`src/rtl/ssci_pkg.sv`:
```
// Shared widths, codes and reset values for the spread-slot counter table.
`default_nettype none

package ssci_pkg;

  // Field widths.
  localparam int CNT_W   = 31;
  localparam int IDX_W   = 6;
  localparam int THR_W   = 10;
  localparam int SIZE_W  = 7;
  localparam int PLACE_W = 2;
  localparam int SUM_W   = 32;

  // Table geometry.
  localparam int MAX_ENTRIES_DEF = 64;
  localparam int IDX_LIMIT       = 64;

  // Saturation value of a counter.
  localparam logic [CNT_W-1:0] CNT_TOP = {CNT_W{1'b1}};

  // Reset value of the table size register.
  localparam logic [SIZE_W-1:0] TABLE_SIZE_RST = SIZE_W'(2);

  // Action codes.
  localparam logic ACT_READ = 1'b0;
  localparam logic ACT_INC  = 1'b1;

  // Write place codes reported with each result.
  localparam logic [PLACE_W-1:0] PLACE_NONE   = 2'd0;
  localparam logic [PLACE_W-1:0] PLACE_TARGET = 2'd1;
  localparam logic [PLACE_W-1:0] PLACE_SEEN   = 2'd2;

endpackage

`default_nettype wire

```
`src/rtl/ssci_if.sv`:
```
// Channel interfaces for requests, results and the configuration write.
`default_nettype none

// Request channel.
interface ssci_in_if;
  import ssci_pkg::*;
  logic              valid;
  logic              ready;
  logic              action;
  logic [CNT_W-1:0]  seen_max;
  logic [IDX_W-1:0]  seen_index;
  logic [THR_W-1:0]  thread_index;

  modport source (output valid, action, seen_max, seen_index, thread_index, input ready);
  modport sink   (input valid, action, seen_max, seen_index, thread_index, output ready);
endinterface

// Result channel.
interface ssci_out_if;
  import ssci_pkg::*;
  logic               valid;
  logic               ready;
  logic [CNT_W-1:0]   max_value;
  logic [IDX_W-1:0]   max_index;
  logic [PLACE_W-1:0] write_place;

  modport source (output valid, max_value, max_index, write_place, input ready);
  modport sink   (input valid, max_value, max_index, write_place, output ready);
endinterface

// Configuration write channel for the table size register.
interface ssci_cfg_if;
  import ssci_pkg::*;
  logic              valid;
  logic              ready;
  logic [SIZE_W-1:0] data;

  modport source (output valid, data, input ready);
  modport sink   (input valid, data, output ready);
endinterface

`default_nettype wire

```
`src/rtl/spread_slot_conditional_increment_top.sv`:
```
// Top level of the spread-slot conditional-increment counter table.
`default_nettype none

// The block holds a table of 31-bit counters in a single-port-read,
// single-port-write memory with registered read data; every counter reads
// as zero after reset through per-entry valid bits, so no clearing pass runs.
// One request is worked on at a time. A read action streams the active
// entries through the memory read port and then hands off the result. An
// increment action first reduces the sum of seen index, seen maximum and
// thread number modulo the table size with a restoring divider that retires
// one bit a cycle, then reads the target slot and, if needed, the seen slot.
// A new request is taken while the previous result still waits on the
// output register. The table size register may be written only while the
// block is idle.
module spread_slot_conditional_increment_top #(
  parameter int MAX_ENTRIES = ssci_pkg::MAX_ENTRIES_DEF
) (
  input  wire        clk,
  input  wire        rst_n,
  ssci_in_if.sink    in_bus,
  ssci_out_if.source out_bus,
  ssci_cfg_if.sink   cfg_bus
);
  import ssci_pkg::*;

  // Only the first entries up to the index limit are ever addressed.
  localparam int LIM   = (MAX_ENTRIES < IDX_LIMIT) ? MAX_ENTRIES : IDX_LIMIT;
  localparam int AW    = (LIM > 1) ? $clog2(LIM) : 1;
  localparam int BCW   = $clog2(SUM_W);

  // Sequencer states.
  localparam logic [2:0] S_IDLE  = 3'd0;
  localparam logic [2:0] S_SCAN  = 3'd1;
  localparam logic [2:0] S_DIV   = 3'd2;
  localparam logic [2:0] S_RD_T  = 3'd3;
  localparam logic [2:0] S_CMP_T = 3'd4;
  localparam logic [2:0] S_RD_S  = 3'd5;
  localparam logic [2:0] S_CMP_S = 3'd6;
  localparam logic [2:0] S_DONE  = 3'd7;

  logic [2:0]         state_r, state_nxt;
  logic [SIZE_W-1:0]  size_cfg_r;
  logic [SIZE_W-1:0]  size_eff;

  // Latched request.
  logic               act_r;
  logic [CNT_W-1:0]   seen_max_r;
  logic [IDX_W-1:0]   seen_idx_r;

  // Divider.
  logic [SUM_W-1:0]   sum_r;
  logic [SIZE_W-1:0]  rem_r;
  logic [BCW-1:0]     bit_cnt_r;
  logic [SIZE_W:0]    rem_sh;
  logic [SIZE_W-1:0]  rem_nxt;

  // Scan.
  logic [SIZE_W-1:0]  addr_r;
  logic               pend_r;
  logic [SIZE_W-1:0]  pend_idx_r;
  logic [CNT_W-1:0]   best_r;
  logic [IDX_W-1:0]   best_idx_r;
  logic               scan_issue;

  // Target selection.
  logic [SIZE_W-1:0]  target_r;
  logic [SIZE_W-1:0]  target_c;
  logic [SIZE_W-1:0]  target_inc;
  logic [PLACE_W-1:0] place_r;
  logic [CNT_W-1:0]   next_val;

  // Counter memory and valid bits.
  logic [CNT_W-1:0]   mem [LIM];
  logic [LIM-1:0]     valid_r;
  logic [CNT_W-1:0]   mem_q_r;
  logic               rvalid_q_r;
  logic [CNT_W-1:0]   rd_val;
  logic               mem_re, mem_we;
  logic [AW-1:0]      mem_raddr, mem_waddr;

  // Output register.
  logic               out_valid_r;
  logic [CNT_W-1:0]   out_max_r;
  logic [IDX_W-1:0]   out_idx_r;
  logic [PLACE_W-1:0] out_place_r;
  logic               out_load;
  logic               in_fire;

  // Effective table size, clamped to one through the entry limit.
  always_comb begin
    size_eff = size_cfg_r;
    if (size_cfg_r == '0) begin
      size_eff = SIZE_W'(1);
    end
    if (size_cfg_r > SIZE_W'(LIM)) begin
      size_eff = SIZE_W'(LIM);
    end
  end

  assign in_fire      = in_bus.valid && (state_r == S_IDLE);
  assign in_bus.ready = (state_r == S_IDLE);
  assign cfg_bus.ready = 1'b1;
  assign out_load     = (state_r == S_DONE) && (!out_valid_r || out_bus.ready);

  // One restoring division step.
  always_comb begin
    rem_sh  = {rem_r, sum_r[SUM_W-1]};
    rem_nxt = rem_sh[SIZE_W-1:0];
    if (rem_sh >= {1'b0, size_eff}) begin
      rem_nxt = SIZE_W'(rem_sh - {1'b0, size_eff});
    end
  end

  // Target slot from the remainder, stepped past the seen index.
  always_comb begin
    target_inc = rem_r + SIZE_W'(1);
    if (target_inc == size_eff) begin
      target_inc = '0;
    end
    if (size_eff < SIZE_W'(2)) begin
      target_c = '0;
    end else if (rem_r == {1'b0, seen_idx_r}) begin
      target_c = target_inc;
    end else begin
      target_c = rem_r;
    end
  end

  assign next_val   = (seen_max_r == CNT_TOP) ? CNT_TOP : seen_max_r + CNT_W'(1);
  assign rd_val     = rvalid_q_r ? mem_q_r : '0;
  assign scan_issue = (addr_r < size_eff);

  // Memory port control and next state.
  always_comb begin
    state_nxt = state_r;
    mem_re    = 1'b0;
    mem_we    = 1'b0;
    mem_raddr = addr_r[AW-1:0];
    mem_waddr = target_r[AW-1:0];
    unique case (state_r)
      S_IDLE: begin
        if (in_fire) begin
          state_nxt = (in_bus.action == ACT_READ) ? S_SCAN : S_DIV;
        end
      end
      S_SCAN: begin
        mem_re = scan_issue;
        if (!scan_issue && !pend_r) begin
          state_nxt = S_DONE;
        end
      end
      S_DIV: begin
        if (bit_cnt_r == BCW'(SUM_W - 1)) begin
          state_nxt = S_RD_T;
        end
      end
      S_RD_T: begin
        mem_re    = 1'b1;
        mem_raddr = target_c[AW-1:0];
        state_nxt = S_CMP_T;
      end
      S_CMP_T: begin
        if (rd_val <= seen_max_r) begin
          mem_we    = 1'b1;
          state_nxt = S_DONE;
        end else if ({1'b0, seen_idx_r} < size_eff) begin
          state_nxt = S_RD_S;
        end else begin
          state_nxt = S_DONE;
        end
      end
      S_RD_S: begin
        mem_re    = 1'b1;
        mem_raddr = seen_idx_r[AW-1:0];
        state_nxt = S_CMP_S;
      end
      S_CMP_S: begin
        mem_waddr = seen_idx_r[AW-1:0];
        mem_we    = (rd_val == seen_max_r);
        state_nxt = S_DONE;
      end
      S_DONE: begin
        if (out_load) begin
          state_nxt = S_IDLE;
        end
      end
      default: state_nxt = S_IDLE;
    endcase
  end

  // Counter memory with registered read data.
  always_ff @(posedge clk) begin
    if (mem_we) begin
      mem[mem_waddr] <= next_val;
    end
    if (mem_re) begin
      mem_q_r <= mem[mem_raddr];
    end
  end

  // Valid bits, set on the first write to an entry.
  always_ff @(posedge clk) begin
    if (!rst_n) begin
      valid_r    <= '0;
      rvalid_q_r <= 1'b0;
    end else begin
      if (mem_we) begin
        valid_r[mem_waddr] <= 1'b1;
      end
      if (mem_re) begin
        rvalid_q_r <= valid_r[mem_raddr];
      end
    end
  end

  // Control state, configuration and output handshake.
  always_ff @(posedge clk) begin
    if (!rst_n) begin
      state_r     <= S_IDLE;
      size_cfg_r  <= TABLE_SIZE_RST;
      out_valid_r <= 1'b0;
      pend_r      <= 1'b0;
    end else begin
      state_r <= state_nxt;
      if (cfg_bus.valid) begin
        size_cfg_r <= cfg_bus.data;
      end
      if (out_load) begin
        out_valid_r <= 1'b1;
      end else if (out_bus.ready) begin
        out_valid_r <= 1'b0;
      end
      if (state_r == S_SCAN) begin
        pend_r <= scan_issue;
      end else begin
        pend_r <= 1'b0;
      end
    end
  end

  // Datapath registers.
  always_ff @(posedge clk) begin
    case (state_r)
      S_IDLE: begin
        if (in_fire) begin
          act_r      <= in_bus.action;
          seen_max_r <= in_bus.seen_max;
          seen_idx_r <= in_bus.seen_index;
          sum_r      <= SUM_W'(in_bus.seen_index) + SUM_W'(in_bus.seen_max)
                        + SUM_W'(in_bus.thread_index);
          rem_r      <= '0;
          bit_cnt_r  <= '0;
          addr_r     <= '0;
          place_r    <= PLACE_NONE;
        end
      end
      S_SCAN: begin
        if (scan_issue) begin
          addr_r <= addr_r + SIZE_W'(1);
        end
        pend_idx_r <= addr_r;
        // Entry zero seeds the maximum; later entries win only when larger.
        if (pend_r && (pend_idx_r == '0 || rd_val > best_r)) begin
          best_r     <= rd_val;
          best_idx_r <= pend_idx_r[IDX_W-1:0];
        end
      end
      S_DIV: begin
        sum_r     <= {sum_r[SUM_W-2:0], 1'b0};
        rem_r     <= rem_nxt;
        bit_cnt_r <= bit_cnt_r + BCW'(1);
      end
      S_RD_T: begin
        target_r <= target_c;
      end
      S_CMP_T: begin
        if (rd_val <= seen_max_r) begin
          place_r <= PLACE_TARGET;
        end
      end
      S_CMP_S: begin
        if (rd_val == seen_max_r) begin
          place_r <= PLACE_SEEN;
        end
      end
      default: begin
      end
    endcase
    if (out_load) begin
      if (act_r == ACT_READ) begin
        out_max_r   <= best_r;
        out_idx_r   <= best_idx_r;
        out_place_r <= PLACE_NONE;
      end else begin
        out_max_r   <= '0;
        out_idx_r   <= '0;
        out_place_r <= place_r;
      end
    end
  end

  assign out_bus.valid       = out_valid_r;
  assign out_bus.max_value   = out_max_r;
  assign out_bus.max_index   = out_idx_r;
  assign out_bus.write_place = out_place_r;

endmodule

`default_nettype wire
```
`src/flat_wrapper.sv`:
```
// flat-port wrapper written by rule: the top's interface ports become plain ports
module spread_slot_conditional_increment_top_flat import ssci_pkg::*;
#(
  parameter int MAX_ENTRIES = ssci_pkg::MAX_ENTRIES_DEF
)
  (clk, rst_n, in_bus_valid, in_bus_action, in_bus_seen_max, in_bus_seen_index, in_bus_thread_index, in_bus_ready, out_bus_valid, out_bus_max_value, out_bus_max_index, out_bus_write_place, out_bus_ready, cfg_bus_valid, cfg_bus_data, cfg_bus_ready);
  ssci_in_if in_bus_i ();
  ssci_out_if out_bus_i ();
  ssci_cfg_if cfg_bus_i ();
  input  wire clk;
  input  wire rst_n;
  input wire logic [$bits(in_bus_i.valid)-1:0] in_bus_valid;
  input wire logic [$bits(in_bus_i.action)-1:0] in_bus_action;
  input wire logic [$bits(in_bus_i.seen_max)-1:0] in_bus_seen_max;
  input wire logic [$bits(in_bus_i.seen_index)-1:0] in_bus_seen_index;
  input wire logic [$bits(in_bus_i.thread_index)-1:0] in_bus_thread_index;
  output wire logic [$bits(in_bus_i.ready)-1:0] in_bus_ready;
  output wire logic [$bits(out_bus_i.valid)-1:0] out_bus_valid;
  output wire logic [$bits(out_bus_i.max_value)-1:0] out_bus_max_value;
  output wire logic [$bits(out_bus_i.max_index)-1:0] out_bus_max_index;
  output wire logic [$bits(out_bus_i.write_place)-1:0] out_bus_write_place;
  input wire logic [$bits(out_bus_i.ready)-1:0] out_bus_ready;
  input wire logic [$bits(cfg_bus_i.valid)-1:0] cfg_bus_valid;
  input wire logic [$bits(cfg_bus_i.data)-1:0] cfg_bus_data;
  output wire logic [$bits(cfg_bus_i.ready)-1:0] cfg_bus_ready;
  assign in_bus_i.valid = in_bus_valid;
  assign in_bus_i.action = in_bus_action;
  assign in_bus_i.seen_max = in_bus_seen_max;
  assign in_bus_i.seen_index = in_bus_seen_index;
  assign in_bus_i.thread_index = in_bus_thread_index;
  assign in_bus_ready = in_bus_i.ready;
  assign out_bus_valid = out_bus_i.valid;
  assign out_bus_max_value = out_bus_i.max_value;
  assign out_bus_max_index = out_bus_i.max_index;
  assign out_bus_write_place = out_bus_i.write_place;
  assign out_bus_i.ready = out_bus_ready;
  assign cfg_bus_i.valid = cfg_bus_valid;
  assign cfg_bus_i.data = cfg_bus_data;
  assign cfg_bus_ready = cfg_bus_i.ready;
  spread_slot_conditional_increment_top #(.MAX_ENTRIES(MAX_ENTRIES)) u_core (.clk(clk), .rst_n(rst_n), .in_bus(in_bus_i), .out_bus(out_bus_i), .cfg_bus(cfg_bus_i));
endmodule
```
`config.mk`:
```
export PLATFORM = sky130hd
export DESIGN_NAME = spread_slot_conditional_increment_top_flat
export DESIGN_NICKNAME = d
export VERILOG_FILES = /design/src/rtl/ssci_pkg.sv /design/src/rtl/ssci_if.sv /design/src/rtl/spread_slot_conditional_increment_top.sv /design/src/flat_wrapper.sv
export SDC_FILE = /design/constraint.sdc
export NUM_CORES = 2
export LEC_CHECK = 0
export BUFFER_PORTS_ARGS = -buffer_cell sky130_fd_sc_hd__buf_2
export CAP_MARGIN = 25
export CORE_MARGIN = 2
export CORE_UTILIZATION = 25
export CTS_BUF_LIST = sky130_fd_sc_hd__clkbuf_8
export DETAILED_ROUTE_END_ITERATION = 8
export PLACE_DENSITY = 0.36
export SYNTH_ARGS = -nofsm -noshare
export SYNTH_HDL_FRONTEND = slang
export SYNTH_SLANG_ARGS = --single-unit
```
`constraint.sdc`:
```
create_clock -name clk -period 7.65 [get_ports clk]
set_input_delay 0.3825 -clock clk [delete_from_list [all_inputs] [get_ports clk]]
set_output_delay 0.3825 -clock clk [all_outputs]
set_load 0.005 [all_outputs]
```
==> metrics.csv <==
metric,value,unit
synth_nets,6576,
multi_input_area,0.0234,sq mm
swShare,41.9,%
grt_pass1_vias,56800,
post-route-period-util,80.5,%
antenna_found_initial,49,
synth_area_leaders,"edfxtp_1, nand2_1, mux4_2",
startpoint,u_core.rem_r[0]$_SDFFCE_PN0P_,
worst-path-buf-inv,4,
slew_headroom,23.6,%
gp_congestion,0.837,
cp-end-kind,flip-flop,
grt_use_met2,30.0,%
finalCriticalPeriod,6.16,ns
grt_first_pass_wirelength,484000,um
die-width,612,um
finalHoldViolCount,0,
rsz0062_at_grt,no,
clock_tree.root_cell,clkbuf_8,
status,completed,
cts_resized,0,
hp-class,in -> reg,
min-delay-start,in_bus_seen_max[10],
via_count,58000,
peakVddDrop,0.000335,V
tightest_slew,1.13,ns
drt_iter0_markers,5704,
htreeDepth,5,
fin_tns_setup,0,ns
finClkSkew,0.0908,ns
drc,0,
hold_slack,0.111,ns
leakagePower,36.4,nW
clock_latency,1.09,ns
cp_max_fo,96,
avgRoutedWirePerCell,29.3,um
critPathSlowestCell,a32o_4,
reg2reg_slack,1.49,ns
crit_family,compound AO/OA/AOI/OAI gates,
combPwrFrac,38.6,%
ys_types,83,
p_seq_share,36.9,%
clkPwrFrac,24.5,%
synth_edf_count,2195,
p_int,24.8,mW
synth_most_common_cell,edfxtp_1,
synth_area_per_cell,14.4,sq um
r2r-start,u_core.rem_r[0]$_SDFFCE_PN0P_,
worstPathRequired,8.50,ns
clock_path_buffers,4,
dieArea,0.374,sq mm
maxSlewViolCount,0,
seq_area_frac_synth,73.1,%
grt-busiest-layer,met2,
slowest_delay,0.82,ns
met1_usage,25.7,%
met3_usage,2.66,%
synthTopCellsByCount,"edfxtp_1, nand2_1, nand3_1, nor2_1, clkbuf_1",
wl,354000,um
startpoint_type,flip-flop,
yosysWarningCount,0,
synth_top_area_share,71.4,%
synth_top_area_cell,edfxtp_1,
fillers,37200,
crit_path_frequent_cell,buf_4,
power_switching,17.9,mW
cts_buffers,404,
core_area,0.368,sq mm
fmax,162,MHz
netlist_instances,6409,
nets,7057,
antenna_left,0,
power_density,394,mW/mm^2
dp_hpwl,224000,um
overflow,0,
routed_via_density,4.81,
crit_chain,"ha_1, xnor2_1, a21oi_1, a211oi_1, and4_1, a32o_4, buf_12, buf_4, mux4_2, o22ai_1, nor4_1, buf_2, buf_4, and4b_1",
cts.sinks,2272,
critPathArrivalTime,7.01,ns
die_h,612,um
fin_total_pwr,42.6,mW
criticalPathCategory,reg -> reg,
grt.total_usage,18.5,%
cts.clk_slew.worst_paths,0.06,ns
syn_to_final_growth,17.3,%
rows,223,
synth_async_sr_flop_share,0,%
ioPinCount,102,
postCtsSetupBuffers,0,
initial_core_util,25.1,%
cts_tree,yes,
grt_max_degree,105,
numPortBuffers,100,
synth_ff_type,edfxtp_1,
drv_cap,0,
firstDrtPassIters,6,
regArea,0.0675,sq mm
setup_viol,0,
layout-drive-gt1-share,16.6,%
synth_seq_cells,2272,
syn_area,0.0923,sq mm
==> cells in the final DEF, fill, tap and decap left out, types with 99 or more instances in the layout <==
cell type and instances:
mux4_2 153, o22ai_1 102, a21oi_1 108, clkbuf_8 413
nor2_1 207, mux2i_1 105, buf_4 242, ha_1 99
buf_2 105, nand2_1 1346, nand3_1 459, inv_1 249
edfxtp_1 2195
==> final cells by class <==
cell class | instances | area share, %
well taps | 4837 | 5.59
inverters | 98 | 0.340
multi-input cells | 3651 | 21.6
clock buffers | 413 | 5.25
flip-flops and latches | 2272 | 62.3
clock inverters | 304 | 1.35
diodes | 22 | 0.0508
repair buffers | 463 | 3.52
==> per-layer routing <==
layer | wire (um) | vias to the layer above
met5 | 23 | -
met4 | 8930 | 4
met1 | 158000 | 30400
met2 | 167000 | 1858
met3 | 19900 | 434
li1 | - | 25300
==> logic make-up after synthesis <==
| group | count (synthesis) | synth area share, % |
|---|---|---|
| muxes | 264 | 4.94 |
| AOI/OAI and AO/OA | 712 | 5.32 |
| xor gates and xnor gates | 75 | 0.728 |
| buffers and inverters | 486 | 2.38 |
| DFF | 2272 | 73.1 |
| and+or+nand+nor | 2492 | 12.1 |
| adders and majority gates | 107 | 1.51 |
| other | 1 | 0.00406 |
==> path summary, 6_finish.rpt <==
| path | to | cells past startpoint |
|---|---|---|
| min reg2reg | u_core.best_idx_r[4]$_DFFE_PP_ | 0 |
| min | u_core.seen_max_r[10]$_DFFE_PP_ | 2 |
| max | u_core.mem_q_r[18]$_DFFE_PP_ | 14 |
| max reg2reg | u_core.mem_q_r[18]$_DFFE_PP_ | 14 |
==> power by group through the flow <==
stage / registers (mW) / clock network [mW] / logic, mW
final: 15.8 / 10.4 / 16.5
after global routing: 15.8 / 11.3 / 17.4
after CTS: 15.7 / 10.8 / 16.7
after detailed placement: 16.0 / 0 / 16.6
after global placement: 16.0 / 0 / 16.5
after floorplan: 15.6 / 0 / 8.66
==> flip-flops by register name, summed over array words and instances, names as in the netlist <==
signal and flops:
u_core.bit_cnt_r 5, u_core.best_r 31, u_core.out_bus.write_place 2, u_core.mem 1984, u_core.valid_r 64, u_core.target_r 6
u_core.act_r 1, u_core.out_bus.max_index 6, u_core.pend_r 1, u_core.mem_q_r 31, u_core.out_bus.max_value 31, u_core.seen_idx_r 6
u_core.seen_max_r 31, u_core.place_r 2, u_core.rvalid_q_r 1, u_core.rem_r 7, u_core.pend_idx_r 7, u_core.addr_r 7
u_core.sum_r 32, u_core.out_bus.valid 1, u_core.state_r 3, u_core.size_cfg_r 7, u_core.best_idx_r 6
==> through the flow <==
step / cells / cell area (sq um) / util (%) / worst slack (ns)
final: 12100 / 108000 / 29.4 / 1.49
after global placement: 11200 / 100000 / 27.1 / 0.954
after detailed placement: 11200 / 100000 / 27.2 / 1.37
after global routing: 12000 / 108000 / 29.4 / 1.10
after CTS: 12000 / 108000 / 29.4 / 1.34
after floorplan: 6409 / 92300 / - / 2.21
==> worst reg2reg max path: stages (launching register included) <==
cell and delay (ns):
edfxtp_1 0.59, ha_1 0.36, xnor2_1 0.27, a21oi_1 0.12
a211oi_1 0.39, and4_1 0.47, a32o_4 0.82, buf_12 0.64
buf_4 0.56, mux4_2 0.61, o22ai_1 0.41, nor4_1 0.17
buf_2 0.21, buf_4 0.15, and4b_1 0.17
==> timing repair <==
| item | in CTS | in global routing |
|---|---|---|
| hold endpoints to repair | 106 | 0 |
| hold buffers | 83 | 0 |
| endpoints found under the setup margin | 0 | 0 |
Note: power is estimated with default switching activity, not from simulation.
